==> src/sv/cwms_pkg.sv <==
`default_nettype none
package cwms_pkg;

   localparam int unsigned FRAC_BITS  = 8;
   localparam int unsigned OUT_W      = 20;
   localparam int unsigned RSP_DATA_W = 64;
   localparam int unsigned WL_W       = 5;
   localparam int unsigned SEEN_W     = 6;
   localparam int unsigned CSR_IDX_W  = 4;

   localparam logic [SEEN_W-1:0] SEEN_MAX     = {SEEN_W{1'b1}};
   localparam int                OUT_MAX      = 524287;
   localparam logic [OUT_W-1:0]  OUT_MAX_BITS = {1'b0, {(OUT_W-1){1'b1}}};
   localparam logic [OUT_W-1:0]  OUT_MIN_BITS = {1'b1, {(OUT_W-1){1'b0}}};

   typedef enum logic [CSR_IDX_W-1:0] {
      CSR_WINDOW_LEN = 4'd0,
      CSR_MODE       = 4'd1
   } csr_idx_type;

   // per-item control handed from front to back
   typedef struct packed {
      logic              window;
      logic              last;
      logic [SEEN_W-1:0] pad;
   } ctl_type;

endpackage
`default_nettype wire

==> src/sv/centerline_window_mean_and_slope_core.sv <==
`default_nettype none
// Sliding-window mean/slope of a 3-D centerline. Points enter on req_ (x, y, z in tdata,
// end of line on tlast); each point, once the line has 2m points (m = window_len clamped
// to 1..MAX_WINDOW), gives one result on rsp_: the older m-point window mean (mode 0) or
// newer minus older window mean (mode 1), signed with 8 fraction bits, truncated toward
// zero and saturated. The last point is followed by min(size, 2m-1) zero results flagged
// in tuser, the final one with tlast, so a line of size points gives size results. A
// point that completes a window is handled in the back end by 2m reads through the
// single read port of the point history plus read latency, a 24-step (COORD_BITS +
// clog2(MAX_WINDOW+1) + 8) bit-serial divider, one per axis, and the output register.
// A two-entry queue separates input acceptance from processing. Write window_len and
// mode only while idle.
module centerline_window_mean_and_slope_core #(
   parameter int MAX_WINDOW = 16,
   parameter int COORD_BITS = 11
) (
   input  wire logic                                   clock,
   input  wire logic                                   reset,
   input  wire logic                                   req_tvalid,
   output      logic                                   req_tready,
   // x_in, y_in, z_in from bit 0 up, zero filled
   input  wire logic [((3*COORD_BITS+7)/8)*8-1:0]      req_tdata,
   input  wire logic                                   req_tlast,
   output      logic                                   rsp_tvalid,
   input  wire logic                                   rsp_tready,
   // x_out, y_out, z_out from bit 0 up, zero filled
   output      logic [cwms_pkg::RSP_DATA_W-1:0]        rsp_tdata,
   // padded
   output      logic [0:0]                             rsp_tuser,
   output      logic                                   rsp_tlast,
   input  wire logic                                   csr_valid,
   output      logic                                   csr_ready,
   input  wire logic [cwms_pkg::CSR_IDX_W-1:0]         csr_index,
   input  wire logic [cwms_pkg::WL_W-1:0]              csr_data
);

   localparam int C     = COORD_BITS;
   localparam int DEPTH = 2 * MAX_WINDOW;
   localparam int PTR_W = (DEPTH > 1) ? $clog2(DEPTH) : 1;
   localparam int SUM_W = COORD_BITS + $clog2(MAX_WINDOW + 1);
   localparam int WL_W  = cwms_pkg::WL_W;
   localparam int QW    = $bits(cwms_pkg::ctl_type) + PTR_W + 3 * C;

   logic [WL_W-1:0]  wl_ff;
   logic             mode_ff;
   logic [WL_W-1:0]  m;
   logic [WL_W:0]    twom;

   logic                 accept;
   logic [PTR_W-1:0]     f_slot, q_slot;
   cwms_pkg::ctl_type    f_ctl, q_ctl;
   logic                 q_full, q_valid, q_pop;
   logic [QW-1:0]        q_head;
   logic [3*C-1:0]       q_pt;
   logic [3*cwms_pkg::OUT_W-1:0] rsp_xyz;

   always_comb begin
      if (wl_ff == '0) begin
         m = WL_W'(1);
      end else if ({1'b0, wl_ff} > (WL_W+1)'(MAX_WINDOW)) begin
         m = WL_W'(MAX_WINDOW);
      end else begin
         m = wl_ff;
      end
      twom = {m, 1'b0};
   end

   assign csr_ready = 1'b1;

   always_ff @(posedge clock) begin
      if (reset) begin
         wl_ff   <= WL_W'(1);
         mode_ff <= 1'b0;
      end else if (csr_valid) begin
         case (csr_index)
            cwms_pkg::CSR_WINDOW_LEN: wl_ff   <= csr_data;
            cwms_pkg::CSR_MODE:       mode_ff <= csr_data[0];
            default: ;
         endcase
      end
   end

   assign req_tready = !q_full;
   assign accept     = req_tvalid && !q_full;

   cwms_front #(.PTR_W(PTR_W), .DEPTH(DEPTH)) u_front (
      .clock  (clock),
      .reset  (reset),
      .accept (accept),
      .last   (req_tlast),
      .twom   (twom),
      .slot   (f_slot),
      .ctl    (f_ctl)
   );

   cwms_queue #(.W(QW)) u_queue (
      .clock     (clock),
      .reset     (reset),
      .push      (accept),
      .push_data ({f_ctl, f_slot, req_tdata[3*C-1:0]}),
      .pop       (q_pop),
      .full      (q_full),
      .valid     (q_valid),
      .head      (q_head)
   );

   assign {q_ctl, q_slot, q_pt} = q_head;

   cwms_back #(
      .COORD_BITS (COORD_BITS),
      .MAX_WINDOW (MAX_WINDOW),
      .PTR_W      (PTR_W),
      .DEPTH      (DEPTH),
      .SUM_W      (SUM_W)
   ) u_back (
      .clock      (clock),
      .reset      (reset),
      .q_valid    (q_valid),
      .q_pt       (q_pt),
      .q_slot     (q_slot),
      .q_ctl      (q_ctl),
      .q_pop      (q_pop),
      .m          (m),
      .twom       (twom),
      .mode       (mode_ff),
      .rsp_tready (rsp_tready),
      .rsp_tvalid (rsp_tvalid),
      .rsp_xyz    (rsp_xyz),
      .rsp_pad    (rsp_tuser[0]),
      .rsp_last   (rsp_tlast)
   );

   assign rsp_tdata = {{(cwms_pkg::RSP_DATA_W - 3*cwms_pkg::OUT_W){1'b0}}, rsp_xyz};

   a_pop_nonempty: assert property (@(posedge clock) disable iff (reset)
      q_pop |-> q_valid)
      else $error("back end popped an empty queue");

   a_last_is_pad: assert property (@(posedge clock) disable iff (reset)
      rsp_tvalid && rsp_tlast |-> rsp_tuser[0])
      else $error("line end on a computed item");

   a_pad_zero: assert property (@(posedge clock) disable iff (reset)
      rsp_tvalid && rsp_tuser[0] |-> rsp_tdata == '0)
      else $error("padding item carries data");

endmodule
`default_nettype wire

==> src/sv/cwms_front.sv <==
`default_nettype none
module cwms_front #(
   parameter int PTR_W = 5,
   parameter int DEPTH = 32
) (
   input  wire logic                          clock,
   input  wire logic                          reset,
   input  wire logic                          accept,
   input  wire logic                          last,
   input  wire logic [cwms_pkg::WL_W:0]       twom,
   output      logic [PTR_W-1:0]              slot,
   output      cwms_pkg::ctl_type             ctl
);

   logic [cwms_pkg::SEEN_W-1:0] seen_ff, seen_in, seen_new;
   logic [PTR_W-1:0]            ptr_ff, ptr_in;
   logic [cwms_pkg::SEEN_W-1:0] twom_s, twom_m1;

   always_comb begin
      twom_s   = cwms_pkg::SEEN_W'(twom);
      twom_m1  = twom_s - cwms_pkg::SEEN_W'(1);
      seen_new = (seen_ff == cwms_pkg::SEEN_MAX) ? seen_ff : seen_ff + cwms_pkg::SEEN_W'(1);
      ctl.window = (seen_new >= twom_s);
      ctl.last   = last;
      ctl.pad    = (seen_new < twom_m1) ? seen_new : twom_m1;
      slot       = ptr_ff;
      seen_in    = seen_ff;
      ptr_in     = ptr_ff;
      if (accept) begin
         if (last) begin
            seen_in = '0;
            ptr_in  = '0;
         end else begin
            seen_in = seen_new;
            ptr_in  = (ptr_ff == PTR_W'(DEPTH - 1)) ? '0 : ptr_ff + PTR_W'(1);
         end
      end
   end

   always_ff @(posedge clock) begin
      if (reset) begin
         seen_ff <= '0;
         ptr_ff  <= '0;
      end else begin
         seen_ff <= seen_in;
         ptr_ff  <= ptr_in;
      end
   end

endmodule
`default_nettype wire

==> src/sv/cwms_queue.sv <==
`default_nettype none
module cwms_queue #(
   parameter int W = 48
) (
   input  wire logic         clock,
   input  wire logic         reset,
   input  wire logic         push,
   input  wire logic [W-1:0] push_data,
   input  wire logic         pop,
   output      logic         full,
   output      logic         valid,
   output      logic [W-1:0] head
);

   logic [W-1:0] ent_ff [2];
   logic         wp_ff, rp_ff;
   logic [1:0]   cnt_ff;

   assign full  = (cnt_ff == 2'd2);
   assign valid = (cnt_ff != 2'd0);
   assign head  = ent_ff[rp_ff];

   always_ff @(posedge clock) begin
      if (push) begin
         ent_ff[wp_ff] <= push_data;
      end
   end

   always_ff @(posedge clock) begin
      if (reset) begin
         wp_ff  <= 1'b0;
         rp_ff  <= 1'b0;
         cnt_ff <= 2'd0;
      end else begin
         if (push) begin
            wp_ff <= ~wp_ff;
         end
         if (pop) begin
            rp_ff <= ~rp_ff;
         end
         if (push && !pop) begin
            cnt_ff <= cnt_ff + 2'd1;
         end else if (pop && !push) begin
            cnt_ff <= cnt_ff - 2'd1;
         end
      end
   end

endmodule
`default_nettype wire

==> src/sv/cwms_div.sv <==
`default_nettype none
module cwms_div #(
   parameter int SUM_W = 16
) (
   input  wire logic                              clock,
   input  wire logic                              reset,
   input  wire logic                              start,
   input  wire logic signed [SUM_W:0]             num,
   input  wire logic [cwms_pkg::WL_W-1:0]         m,
   output      logic                              done,
   output      logic signed [cwms_pkg::OUT_W-1:0] quo
);

   localparam int DVD_W = SUM_W + cwms_pkg::FRAC_BITS;
   localparam int CNT_W = $clog2(DVD_W);
   localparam int QX_W  = (DVD_W > cwms_pkg::OUT_W + 1) ? DVD_W : cwms_pkg::OUT_W + 1;
   localparam int WL_W  = cwms_pkg::WL_W;

   logic [DVD_W-1:0] dq_ff;
   logic [WL_W-1:0]  rem_ff;
   logic [CNT_W-1:0] cnt_ff;
   logic             neg_ff, busy_ff, done_ff;

   logic [SUM_W:0]   neg_num;
   logic [SUM_W-1:0] mag;
   logic [WL_W:0]    trial, diff;
   logic             ge;
   logic [QX_W-1:0]  qx, qneg;

   always_comb begin
      neg_num = -num;
      mag     = num[SUM_W] ? neg_num[SUM_W-1:0] : num[SUM_W-1:0];
      trial   = {rem_ff, dq_ff[DVD_W-1]};
      diff    = trial - {1'b0, m};
      ge      = (trial >= {1'b0, m});
      qx      = QX_W'(dq_ff);
      qneg    = QX_W'(0) - qx;
      if (!neg_ff) begin
         quo = (qx > QX_W'(cwms_pkg::OUT_MAX)) ? cwms_pkg::OUT_MAX_BITS
                                              : qx[cwms_pkg::OUT_W-1:0];
      end else begin
         quo = (qx > QX_W'(cwms_pkg::OUT_MAX) + QX_W'(1)) ? cwms_pkg::OUT_MIN_BITS
                                                         : qneg[cwms_pkg::OUT_W-1:0];
      end
   end

   assign done = done_ff;

   // restoring division, one quotient bit per cycle
   always_ff @(posedge clock) begin
      if (reset) begin
         busy_ff <= 1'b0;
         done_ff <= 1'b0;
      end else begin
         done_ff <= 1'b0;
         if (start) begin
            busy_ff <= 1'b1;
            cnt_ff  <= CNT_W'(DVD_W - 1);
            dq_ff   <= {mag, {cwms_pkg::FRAC_BITS{1'b0}}};
            rem_ff  <= '0;
            neg_ff  <= num[SUM_W];
         end else if (busy_ff) begin
            rem_ff <= ge ? diff[WL_W-1:0] : trial[WL_W-1:0];
            dq_ff  <= {dq_ff[DVD_W-2:0], ge};
            cnt_ff <= cnt_ff - CNT_W'(1);
            if (cnt_ff == '0) begin
               busy_ff <= 1'b0;
               done_ff <= 1'b1;
            end
         end
      end
   end

endmodule
`default_nettype wire

==> src/sv/cwms_back.sv <==
`default_nettype none
module cwms_back #(
   parameter int COORD_BITS = 11,
   parameter int MAX_WINDOW = 16,
   parameter int PTR_W      = 5,
   parameter int DEPTH      = 32,
   parameter int SUM_W      = 16
) (
   input  wire logic                           clock,
   input  wire logic                           reset,
   input  wire logic                           q_valid,
   input  wire logic [3*COORD_BITS-1:0]        q_pt,
   input  wire logic [PTR_W-1:0]               q_slot,
   input  wire cwms_pkg::ctl_type              q_ctl,
   output      logic                           q_pop,
   input  wire logic [cwms_pkg::WL_W-1:0]      m,
   input  wire logic [cwms_pkg::WL_W:0]        twom,
   input  wire logic                           mode,
   input  wire logic                           rsp_tready,
   output      logic                           rsp_tvalid,
   output      logic [3*cwms_pkg::OUT_W-1:0]   rsp_xyz,
   output      logic                           rsp_pad,
   output      logic                           rsp_last
);

   localparam int C    = COORD_BITS;
   localparam int KW   = $clog2(2 * MAX_WINDOW + 1);
   localparam int AW   = PTR_W + 2;
   localparam int OW   = cwms_pkg::OUT_W;
   localparam int SW   = cwms_pkg::SEEN_W;

   typedef enum logic [2:0] {ST_IDLE, ST_SUM, ST_DIV, ST_OUT, ST_PAD} state_type;

   state_type        state_ff;
   logic [3*C-1:0]   hist [DEPTH];
   logic [3*C-1:0]   rd_data_ff;
   logic [PTR_W-1:0] rd_addr_ff;
   logic [KW-1:0]    kcnt_ff;
   logic             rd_vld_ff, rd_old_ff;
   logic [SUM_W-1:0] old_ff [3];
   logic [SUM_W-1:0] new_ff [3];
   logic             last_ff;
   logic [SW-1:0]    pad_ff, padcnt_ff;
   logic             out_valid_ff, out_pad_ff, out_last_ff;
   logic [3*OW-1:0]  out_xyz_ff;

   logic               out_free, out_set, div_start, pop;
   logic [AW-1:0]      start_raw, start_addr;
   logic [KW-1:0]      twom_k, m_k;
   logic [2:0]         div_done;
   logic signed [SUM_W:0]  num [3];
   logic signed [OW-1:0]   quo [3];

   always_comb begin
      out_free   = !out_valid_ff || rsp_tready;
      out_set    = ((state_ff == ST_OUT) || (state_ff == ST_PAD)) && out_free;
      pop        = (state_ff == ST_IDLE) && q_valid;
      twom_k     = KW'(twom);
      m_k        = KW'(m);
      div_start  = (state_ff == ST_SUM) && (kcnt_ff == twom_k) && !rd_vld_ff;
      start_raw  = AW'(q_slot) + AW'(1) + AW'(DEPTH) - AW'(twom);
      start_addr = (start_raw >= AW'(DEPTH)) ? start_raw - AW'(DEPTH) : start_raw;
      for (int a = 0; a < 3; a++) begin
         num[a] = mode ? $signed({1'b0, new_ff[a]}) - $signed({1'b0, old_ff[a]})
                       : $signed({1'b0, old_ff[a]});
      end
   end

   assign q_pop      = pop;
   assign rsp_tvalid = out_valid_ff;
   assign rsp_xyz    = out_xyz_ff;
   assign rsp_pad    = out_pad_ff;
   assign rsp_last   = out_last_ff;

   for (genvar a = 0; a < 3; a++) begin : g_div
      cwms_div #(.SUM_W(SUM_W)) u_div (
         .clock (clock),
         .reset (reset),
         .start (div_start),
         .num   (num[a]),
         .m     (m),
         .done  (div_done[a]),
         .quo   (quo[a])
      );
   end

   always_ff @(posedge clock) begin
      if (pop) begin
         hist[q_slot] <= q_pt;
      end
      rd_data_ff <= hist[rd_addr_ff];
   end

   always_ff @(posedge clock) begin
      if (reset) begin
         state_ff     <= ST_IDLE;
         out_valid_ff <= 1'b0;
         rd_vld_ff    <= 1'b0;
      end else begin
         if (out_valid_ff && rsp_tready && !out_set) begin
            out_valid_ff <= 1'b0;
         end
         if (rd_vld_ff) begin
            for (int a = 0; a < 3; a++) begin
               if (rd_old_ff) begin
                  old_ff[a] <= old_ff[a] + SUM_W'(rd_data_ff[a*C +: C]);
               end else begin
                  new_ff[a] <= new_ff[a] + SUM_W'(rd_data_ff[a*C +: C]);
               end
            end
         end
         case (state_ff)
            ST_IDLE: begin
               if (q_valid) begin
                  for (int a = 0; a < 3; a++) begin
                     old_ff[a] <= '0;
                     new_ff[a] <= '0;
                  end
                  last_ff    <= q_ctl.last;
                  pad_ff     <= q_ctl.pad;
                  padcnt_ff  <= '0;
                  kcnt_ff    <= '0;
                  rd_addr_ff <= PTR_W'(start_addr);
                  if (q_ctl.window) begin
                     state_ff <= ST_SUM;
                  end else if (q_ctl.last) begin
                     state_ff <= ST_PAD;
                  end
               end
            end
            ST_SUM: begin
               rd_vld_ff <= (kcnt_ff < twom_k);
               rd_old_ff <= (kcnt_ff < m_k);
               if (kcnt_ff < twom_k) begin
                  kcnt_ff    <= kcnt_ff + KW'(1);
                  rd_addr_ff <= (rd_addr_ff == PTR_W'(DEPTH - 1)) ? '0
                                                                 : rd_addr_ff + PTR_W'(1);
               end
               if (div_start) begin
                  state_ff <= ST_DIV;
               end
            end
            ST_DIV: begin
               if (&div_done) begin
                  state_ff <= ST_OUT;
               end
            end
            ST_OUT: begin
               if (out_free) begin
                  out_valid_ff <= 1'b1;
                  out_xyz_ff   <= {quo[2], quo[1], quo[0]};
                  out_pad_ff   <= 1'b0;
                  out_last_ff  <= 1'b0;
                  state_ff     <= last_ff ? ST_PAD : ST_IDLE;
               end
            end
            ST_PAD: begin
               if (out_free) begin
                  out_valid_ff <= 1'b1;
                  out_xyz_ff   <= '0;
                  out_pad_ff   <= 1'b1;
                  out_last_ff  <= (padcnt_ff + SW'(1) == pad_ff);
                  padcnt_ff    <= padcnt_ff + SW'(1);
                  if (padcnt_ff + SW'(1) == pad_ff) begin
                     state_ff <= ST_IDLE;
                  end
               end
            end
            default: begin
               state_ff <= ST_IDLE;
            end
         endcase
      end
   end

endmodule
`default_nettype wire
==> config.mk <==
export PLATFORM = sky130hd
export DESIGN_NAME = centerline_window_mean_and_slope_core
export DESIGN_NICKNAME = d
export VERILOG_FILES = /design/src/sv/cwms_pkg.sv /design/src/sv/centerline_window_mean_and_slope_core.sv /design/src/sv/cwms_front.sv /design/src/sv/cwms_queue.sv /design/src/sv/cwms_div.sv /design/src/sv/cwms_back.sv
export SDC_FILE = /design/constraint.sdc
export NUM_CORES = 2
export LEC_CHECK = 0
export ABC_AREA = 1
export BUFFER_PORTS_ARGS = -buffer_cell sky130_fd_sc_hd__buf_2
export CAP_MARGIN = 5
export CORE_ASPECT_RATIO = 1.5
export CORE_MARGIN = 5
export CORE_UTILIZATION = 33
export CTS_CLUSTER_DIAMETER = 150
export DETAILED_ROUTE_END_ITERATION = 6
export MAX_ROUTING_LAYER = met4
export SYNTH_ARGS = -nofsm -noshare
export SYNTH_HDL_FRONTEND = slang
export SYNTH_SLANG_ARGS = --single-unit
==> constraint.sdc <==
create_clock -name clock -period 7.2 [get_ports clock]
set_input_delay 0.36 -clock clock [delete_from_list [all_inputs] [get_ports clock]]
set_output_delay 0.36 -clock clock [all_outputs]
set_load 0.05 [all_outputs]
; ---- After elaboration in Yosys (flattened, before gate mapping)
; Memories as Yosys holds them, arrays and structs flattened. A register that Yosys moved wholly into a read port is not among the register bits.
; Cells that the tools add are included.
[word_totals]
memories = 4
inputBits = 55
out_inout_bits = 69
ram_bits = 1244
regBits = 224
latch_bits = 0
mem_bits_ro = 0
[mem_list]
columns = name, words, word_bits, read_ports, rd_clocked_by_memory_dff, write_ports, line_no
row1 = u_back.hist, 32, 33, 1, 1, 1, cwms_back.sv:35  ; logic [3*C-1:0] hist [DEPTH];
row2 = u_queue.ent_ff, 2, 46, 1, 1, 1, cwms_queue.sv:15  ; logic [W-1:0] ent_ff [2];
row3 = u_back.new_ff, 3, 16, 3, 0, 3, cwms_back.sv:41  ; logic [SUM_W-1:0] new_ff [3];
row4 = u_back.old_ff, 3, 16, 3, 0, 3, cwms_back.sv:40  ; logic [SUM_W-1:0] old_ff [3];
[classes]
add_sub_neg = 33
order_cmp = 15
bitwise = 12
reduce_logical = 48
n_eq_ne = 19
div_mod_pow = 0
shift = 0
n_mux = 106
multipliers = 0
[op_table]
columns = op, count
row1 = two-way mux 20 bit, 9
row2 = two-way mux 16 bit, 9
row3 = two-way mux 24 bit, 6
row4 = two-way mux 60 bit, 2
row5 = one-hot mux 60 bit (2 select lines), 1
row6 = adder 16 x 11 -> 16 bit, 6
row7 = two-way mux 5 bit, 17
row8 = "> comparator 24 x 19 -> 1 bit, second input constant", 3
row9 = "> comparator 24 x 20 -> 1 bit, second input constant", 3
row10 = "subtractor 1 x 20 -> 20 bit, first input constant", 3
row11 = two-way mux 17 bit, 3
row12 = subtractor 16 x 16 -> 17 bit, 3
row13 = negator 16 bit, 3
row14 = two-way mux 1 bit, 36
row15 = two-way mux 6 bit, 6
row16 = two-way mux 3 bit, 9
row17 = one-hot mux 6 bit (2 select lines), 2
row18 = logical NOT 5 bit, 4
row19 = "subtractor 5 x 1 -> 5 bit, second input constant", 4
row20 = "adder 6 x 1 -> 6 bit, second input constant", 3
row21 = greater-or-equal comparator 6 x 5 -> 1 bit, 3
row22 = nonzero test 2 bit, 8
row23 = one-hot mux 3 bit (5 select lines), 1
row24 = subtractor 5 bit, 3
row25 = 39 further kinds, 86

; ---- Logic depth before layout (Yosys ltp)
[logic_depth]
ltp_word = 8
depth_mapped = 21

; ---- Cells and area by module
; A second synthesis with hierarchy kept.
[hier_totals]
cells_unflattened = 6692
area_unflattened_um2 = 70492.6
[by_module_without_submodules]
columns = mod, cells_each, area_per_inst_um2, instances, seq_area_each_um2
row1 = cwms_back, 5053, 56455.4, 1, 37005.5
row2 = cwms_div, 409, 2927.8, 3, 1091.0
row3 = cwms_queue, 176, 3748.6, 1, 2862.7
row4 = cwms_front, 165, 1062.3, 1, 220.2
row5 = centerline_window_mean_and_slope_core, 71, 442.9, 1, 120.1

; ---- Least setup slack after synthesis
; No wires, ideal clock.
[synth_timing]
path_kind = reg2reg
from = reg u_back.state_ff[1]
to = reg u_back.out_last_ff (netlist: u_back.rsp_last), enable pin
path_stages_with_launch = 6
n_path_buf = 0
path_slack_ns = 1.538
required_ns = 6.642
t_arrival_ns = 5.104
setup_ns = 0.558
path_cell_list = dfxtp_1 nor3_4 inv_2 nand2_1 inv_1 nor3_1
[synth_between]
elab_chain_len = 3
elab_cells_between_ends = 6
classes_between = eq/ne: 4 / reduce/logical: 2
[synth_lines]
columns = item, line_no
row1 = start: declaration, cwms_back.sv:34  ; state_type state_ff;
row2 = start signal: assignment, cwms_back.sv:154  ; state_ff <= last_ff ? ST_PAD : ST_IDLE;
row3 = equality test 3 x 2 -> 1 bit or equality test 3 bit (tied branches), cwms_back.sv:112  ; case (state_ff)
row4 = != test 2 x 1 -> 1 bit (no line) or nonzero test 2 bit (tied branches), n/a
row5 = AND reduction 4 bit (no line) (*), n/a
row6 = end signal: assignment, cwms_back.sv:162  ; out_last_ff <= (padcnt_ff + SW'(1) == pad_ff);
row7 = end: declaration, cwms_back.sv:44  ; logic out_valid_ff, out_pad_ff, out_last_ff;
; Mark *: on every way between the ends. The rest lies on a longest branch, timed or not.
; A chain may end at the register's enable or synchronous reset.

==> summary.txt <==
status - completed
# clock sinks - 1502
first-pass GRT wire length - 280.6 mm
Final Net Count - 6763
Net Sw Frac - 39.68%
WS Path Type - reg2reg
# setup viols final - 0
Post-synth EDFFs - 1340
Yosys reg bits - 1502
CP startpoint kind - flop
clk root buf - clkbuf_16
asr flop ratio synth - 0%
critical path peak fanout - 28
Worst-Skew Late Latency - 0.81 ns
Total Routed Length - 186.6 mm
CTS Buf Count - 146
final hold violations - 0
power density over the cells - 397.5 mW/mm^2
Comb power frac - 38.5%
via count - 48770
post-synthesis sequential area ratio - 63.37%
max-cap violations - 0
synthesized area - 0.06861 sq mm
Clock Skew - 0.03415 ns
Post-DRT Antenna Nets - 0
CTS resizes - 0
largest net degree at the start of global routing - 201
Setup crit end kind - flop
Die Footprint - 0.2173 sq mm
sequential power share - 37.4%
Most used DFF post-synth - edfxtp_1
grt total ovfl - 0
leading area contributor after synthesis - edfxtp_1
drt pass-1 iters - 6
DRC viols - 0
GP Congestion - 0.8400
initial antenna violation count - 1
CTS tree - built
Internal Power - 18510 uW
io pins - 124
post-synthesis cell count - 6440
Psw - 12180 uW
TNS Setup - 0 ns
# rows - 205
final instance count without filler cells - 9329
Hold Path Class - in2reg
synth-to-layout area growth - 12.53%
YS warnings - 0
Clock Tree Buf Depth - 3
WL/cell - 20.00 um
post-CTS setup buffer count - 0
Slew Viols, Final - 0
vias in the first global route - 47730
fraction of the cycle the final worst path needs - 55.64%
I/O Buffers - 111
Peak VDD IR - 234.5 uV
clock share of power - 24.1%
Synth Area per Inst - 10.65 sq um
LEAKAGE - 0.02798 uW
Fillers - 20050
Die W - 382.3 um
die height - 568.5 um
Distinct cells, synth - 59
dpl cells - 9015
Tot GR Track Use - 17.07%
Worst Tran Pin Value - 1.183 ns
fmax - 249.6 MHz
layout cells sized above 1 - 8.679%
Req. time, crit path - 7.62 ns
core area - 0.2075 sq mm
crit path DAT - 4.43 ns
clk slew on worst S/H paths - 0.06 ns
DR iter-0 viols - 4105
routed vias/inst - 5.227
commonest non-fill, non-tap cell in the layout - edfxtp_1
Synth area leaders - edfxtp_1 (59%), o21ai_0 (5.8%), nand2_1 (5.1%), dfxtp_1 (4.7%), nor2_1 (4.5%)
Yosys top cell area share - 58.65%
Final HPWL DP - 107.7 mm
H-tree depth - 4
Min Clock Period, post-route - 4.006 ns
slew margin rel. - 21.03%
commonest non-fill, non-tap cells in the layout - edfxtp_1 (1340), nand2_1 (926), o21ai_0 (791)
Initial Util - 33.06%
RSZ-0062 raised after global routing - false
per-layer routing:
layer  up-vias  global-route usage, %  wire [um]
met5         -                      -          0
met4         0                  6.135       6845
met3       362                  2.382      10150
met2      1445                  30.57      96140
met1     24000                  19.49      73430
li1      22960                      -          -
state kept, by name, indices dropped and copies added, names as in the netlist, 15 cells and up, named ones only:
register	flops
u_back.hist	1056
u_queue.ent_ff	92
u_back.g_div.u_div.dq_ff	72
u_back.rsp_xyz	60
u_back.new_ff	48
u_back.old_ff	48
u_back.rd_data_ff	33
u_back.g_div.u_div.cnt_ff	15
u_back.g_div.u_div.rem_ff	15
layout make-up:
cell class              instances  area, sq um  share of cell area (%)
flip-flops and latches       1502        43480                   56.32
clock inverters                69        589.3                  0.7633
inverters                     527         2001                   2.591
diodes                          1        2.502                0.003241
repair buffers                243         1727                   2.236
clock buffers                 197         4009                   5.192
well taps                    2691         3367                   4.361
multi-input cells            4099        22030                   28.53
what timing repair did:
action / in CTS / in global routing
endpoints found under the setup margin: 0 / 0
endpoints found under the hold margin: 75 / 0
hold buffers: 47 / 0
cells in the mapped netlist, types with 25 or more instances:
master and instances:
ha_1 176, o21ai_0 792, edfxtp_1 1340, o21ai_1 25, nand4_1 62, xor2_1 71
a21oi_1 277, nand2_1 927, xnor2_1 29, nor3_1 31, o211ai_1 32, nand3_1 300
nor2_1 826, clkbuf_1 191, mux2_2 39, o221ai_1 104, buf_2 81, dfxtp_1 162
o22ai_1 171, inv_1 504, a31oi_1 40
power groups by stage:
stage	Clock, uW	Sequential (uW)	Combinational, uW
floorplan	0	11600	8160
global placement	0	11600	11600
detailed placement	0	11700	11800
CTS	7530	11500	11800
global route	7890	11500	13200
finish	7400	11500	11800
final timing paths:
| path | from | endpoint | slack [ns] | cells after the start |
|---|---|---|---|---|
| worst max-delay path | flop | u_back.hist[25][7] | 3.19 | 7 |
| worst min register to register | u_front.seen_ff[3] | u_front.seen_ff[3] | 0.46 | 2 |
| worst min-delay path | reset | u_back.state_ff[0] | 0.07 | 2 |
| worst max register to register | flop | u_back.hist[25][7] | 3.19 | 7 |
worst max-delay path, stage by stage (launching register included):
cell     delay, ns
dfxtp_2       0.86
buf_4         0.49
nand2_1       0.09
o21ai_0       0.21
ha_1          0.24
nand2_1       0.45
nor2_4        0.70
buf_4         0.55
through the flow:
step | setup WS [ns] | area (sq um) | power (uW) | utilization (%) | hold slack, ns
finish | 3.194 | 77210 | 30690 | 37.21 | 0.07436
global route | 3.053 | 77210 | 32570 | 37.21 | 0.06064
CTS | 3.116 | 77210 | 30820 | 37.21 | 0.004887
detailed placement | 3.131 | 72140 | 23420 | 34.77 | 0.4466
global placement | 3.172 | 72140 | 23190 | 34.77 | 0.4305
floorplan | 1.538 | 68620 | 19730 | - | 0.4256
kinds of logic (layout without fill, tap and decap cells):
| family | count (synthesis) | in the layout | synth area share, % |
|---|---|---|---|
| xor gates and xnor gates | 100 | 100 | 1.277 |
| other | 2 | 6 | 0.01095 |
| adders and majority gates | 189 | 189 | 3.589 |
| DFF | 1502 | 1502 | 63.37 |
| and+or+nand+nor | 2254 | 2254 | 13.77 |
| AOI/OAI and AO/OA | 1510 | 1510 | 12.38 |
| muxes | 41 | 41 | 0.6693 |
| buffers and inverters | 842 | 1036 | 4.937 |
Note: power is estimated with default switching activity, not from simulation.
